==> config.mk <==
export PLATFORM = sky130hd
export DESIGN_NAME = scs_crc
export DESIGN_NICKNAME = d
export VERILOG_FILES = /design/src/design/scs_pkg.sv /design/src/design/scs_crc.sv
export SDC_FILE = /design/constraint.sdc
export NUM_CORES = 1
export LEC_CHECK = 0
export ABC_CLOCK_PERIOD_IN_PS = 2500
export BUFFER_PORTS_ARGS = -buffer_cell sky130_fd_sc_hd__buf_2
export CORE_MARGIN = 2
export CORE_UTILIZATION = 40
export DETAILED_ROUTE_END_ITERATION = 6
export GPL_TIMING_DRIVEN = 1
export PLACE_DENSITY_LB_ADDON = 0.3
export SLEW_MARGIN = 10
export SYNTH_ARGS = -nofsm -noshare
export SYNTH_HDL_FRONTEND = slang
export SYNTH_SLANG_ARGS = --single-unit
==> constraint.sdc <==
create_clock -name vclk -period 2.5
set_clock_uncertainty 0.2 [all_clocks]
set_input_delay 0.375 -clock vclk [all_inputs]
set_output_delay 0.375 -clock vclk [all_outputs]
set_load 0.02 [all_outputs]
==> src/design/scs_pkg.sv <==
// scs_pkg: command and status codes, field widths and crc constants
// shared by the spool controller, its crc unit and byte store; no dependencies

package scs_pkg;

  localparam int unsigned KIND_W   = 3;
  localparam int unsigned LEN_W    = 17;
  localparam int unsigned CRC_W    = 32;
  localparam int unsigned BYTE_W   = 8;
  localparam int unsigned STATUS_W = 2;

  localparam logic [CRC_W-1:0] CRC_POLY = 32'hEDB8_8320;
  localparam logic [CRC_W-1:0] CRC_ONES = 32'hFFFF_FFFF;

  typedef enum logic [KIND_W-1:0] {
    K_BEGIN  = 3'd0,
    K_WRITE  = 3'd1,
    K_FINISH = 3'd2,
    K_ABORT  = 3'd3,
    K_READ   = 3'd4,
    K_REWIND = 3'd5
  } kind_e;

  typedef enum logic [STATUS_W-1:0] {
    ST_OK    = 2'd0,
    ST_ARG   = 2'd1,
    ST_STATE = 2'd2,
    ST_CRC   = 2'd3
  } status_e;

endpackage

==> src/design/scs_crc.sv <==
// scs_crc: one-byte update of a reflected crc-32, eight shift steps unrolled
// depends on scs_pkg for the polynomial and widths

module scs_crc import scs_pkg::*; (
  input  logic [CRC_W-1:0]  crc_i,
  input  logic [BYTE_W-1:0] byte_i,
  output logic [CRC_W-1:0]  crc_o
);

  always_comb begin
    logic [CRC_W-1:0] c;
    c = crc_i ^ {{(CRC_W-BYTE_W){1'b0}}, byte_i};
    for (int i = 0; i < BYTE_W; i++) begin
      c = (c >> 1) ^ (c[0] ? CRC_POLY : '0);
    end
    crc_o = c;
  end

endmodule

* Word level (Yosys, flattened, before mapping)
Index checks and enable logic that the tools add are counted.
Storage, ports and cells: register bits 0, bits of input ports 40, output and inout bits 32, logic and storage cells 17
Operators by class: muxes and demuxes 8, bitwise operators 9
Operator list (count):
- two-way mux 32 bit | 8
- bitwise XOR 31 x 32 -> 32 bit | 8
- bitwise XOR 32 x 8 -> 32 bit | 1

* Longest topological paths before layout
depth after elaboration 17, mapped depth 4, mapped depth without buffers 4

* Worst setup path after synthesis
No wires, ideal clock.
path type input -> output, from input port byte_i[0], to output port crc_o[19], arrival 1860 ps, required time 1925 ps, slack 65 ps, stages on the path 4, path buffers 0, path through xnor2_4 xnor3_2 xnor2_2 xnor2_1
On the way: longest elaborated chain between the ends 11
RTL lines:
- from (decl) | line scs_crc.sv:6 | input logic [BYTE_W-1:0] byte_i,
- bitwise XOR 32 x 8 -> 32 bit (*) | line scs_crc.sv:12 | c = crc_i ^ {{(CRC_W-BYTE_W){1'b0}}, byte_i};
- two-way mux 32 bit (*) | line scs_crc.sv:14 | c = (c >> 1) ^ (c[0] ? CRC_POLY : '0);
- bitwise XOR 31 x 32 -> 32 bit (*) (6 in a row) | line scs_crc.sv:14
- two-way mux 32 bit | line scs_crc.sv:14
- bitwise XOR 31 x 32 -> 32 bit (*) (2 in a row) | line scs_crc.sv:14
- to (decl) | line scs_crc.sv:7 | output logic [CRC_W-1:0] crc_o
Every way passes the cells marked *; elsewhere a longest branch is shown, timed or not.

* Worst setup path in the final report
from input port byte_i[5], to output port crc_o[22]
On the way: longest elaborated chain between the ends 10
RTL lines (line):
- bitwise XOR 32 x 8 -> 32 bit | scs_crc.sv:12
- bitwise XOR 31 x 32 -> 32 bit (5 in a row) | scs_crc.sv:14
- two-way mux 32 bit | scs_crc.sv:14
- bitwise XOR 31 x 32 -> 32 bit (3 in a row) | scs_crc.sv:14
No other way between the ends.

==> results.tsv <==
metric	value	unit
ioPinCount	72	
netlist.top_cell.by_area	xnor2_1	
cp-start-kind	input port	
syn-num-nets	110	
hp-start	crc_i[12]	
maxCapViolations	0	
p_leak	0.0006007	µW
final-setup-viol-count	0	
synth_most_common_cell	xnor2_1	
power	1036	µW
post-route-period-util	94.86	%
irDropWorstVdd	0.0004688	V
hold_viol_final	0	
port_buffers	72	
min_to	crc_o[4]	
synth_top_area_share	42.00	%
critical_path_buf_inv_count	2	
grt_max_degree	8	
die_w	49.09	µm
synthMuxAreaShare	0	%
seq_cells	0	
ys_types	8	
status	finished, final reports clean	
rsz0062_at_grt	no	
path_depth	6	
ant_nets	0	
seqCellArea	0	µm²
grt_pass1_vias	748	
met3_usage	1.227	%
end_kind	output pin	
syn_inst	70	
tns	0	ns
syn_area	813.3	µm²
grtUsageTotal	15.06	%
whs	0.8378	ns
die-area	0.002410	mm²
drv_slew	0	
initial_core_util	41.88	%
synthTopCellsByArea	xnor2_1 (42%), xor2_1 (17%), xnor2_4 (17%)	
crit_slowest_cell	xnor3_2	
synth_compound_area_share	0	%
fin_nets	190	
die_y	49.09	µm
wire_per_inst	10.22	µm
placementRows	16	
ys_seq_area_share	0	%
cpPeakStageDelay	0.47	ns
place_congestion	0.6478	
antenna_found_initial	0	
grt_busiest_layer	met2	
drt_first_iter_violations	5	
drc	0	
min_period	2.372	ns
nFillCells	177	
syn_to_final_growth	54.00	%
max_freq	0.4217	GHz
synth-xor-area-share	100.0	%
synth_common_cells	xnor2_1 (39), xor2_1 (16), xnor2_4 (5)	
yosys.area_share.adder	0	%
core_region_area	0.001942	mm²
crit_path_max_fanout	5	
overflow	0	
dp_hpwl	1693	µm
p_per_area	826.8	mW/mm²
drive_gt1_share	61.49	%
cp_top_family	XOR/XNOR gates	
use_met2	33.11	%
crit_arrival	1.80	ns
path_cells	buf_2, xor2_4, xnor3_2, xnor2_1, xnor2_1, buf_2	
dr.pass1.iters	2	
slew_headroom	72.58	%
cts_resized	0	
required	1.92	ns
num_vias	734	
syn_area_per_cell	11.62	µm²
use_met1	15.62	%
whs_path_depth	3	
num_antenna_cells	0	
wl	1789	µm
grt_pass1_wl	3022	µm
ctsHoldBuffers	0	
critPathKind	input port to output pin	
synth_top_family_by_area	XOR/XNOR gates	
final_cell_area	0.001252	mm²
placed_area	0.001252	mm²
worst_pin_slew	0.4109	ns
clkbuf_count	0	
post_cts_buffers	0	
drt-vias-per-instance	4.194	
ys_warn_count	0	
hp-class	input port to output pin	
synthSimpleGateAreaFrac	0	%
[where the power goes]
| part | internal [µW] | switching (µW) |
|---|---|---|
| Sequential | 0 | 0 |
| Combinational | 435 | 601 |
| Clock | 0 | 0 |
[cells in the final DEF, fill, tap and decap left out]
cell type   n
buf_4       6
buf_2      72
xnor2_2     3
xnor3_2     1
xnor3_1     2
xnor2_4     5
xor2_4      1
xor2_1     16
xnor2_1    39
xor2_2      3
[layer usage]
layer  up-vias  share of wire (%)
met5         -                  0
met4         0                  0
met3         0                8.7
met2        39                 58
met1       329                 34
li1        366                  -
[stage by stage]
step	cells	utilization, %	setup slack, ns
6_report	175	64.50	0.1284
3_3_place_gp	175	64.50	0.1583
5_1_grt	175	64.50	0.04459
2_1_floorplan	70	-	0.06512
4_1_cts	175	64.50	0.1142
3_5_place_dp	175	64.50	0.1250
[worst max-delay path by stage]
stage          slack [ns]   endpoint       from
5_1_grt              0.04  crc_o[22]  byte_i[2]
3_5_place_dp         0.12  crc_o[22]  byte_i[5]
3_3_place_gp         0.16  crc_o[22]  byte_i[2]
2_1_floorplan        0.07  crc_o[19]  byte_i[0]
6_report             0.13  crc_o[22]  byte_i[5]
4_1_cts              0.11  crc_o[22]  byte_i[5]
[worst min-delay path, cell delays in order]
cell and delay [ns]:
buf_2 0.08, xnor2_1 0.05, buf_2 0.15
[logic make-up (layout without fill, tap and decap cells)]
logic type,Yosys count,count (layout)
buffers and inverters,0,78
xor gates and xnor gates,70,70
[cell type report]
class | count | area (µm²) | share of cell area [%]
Timing Repair Buffer | 78 | 405.4 | 32.37
Tap cell | 27 | 33.78 | 2.697
Multi-Input combinational cell | 70 | 813.3 | 64.94
Note: power is estimated with default switching activity, not from simulation.
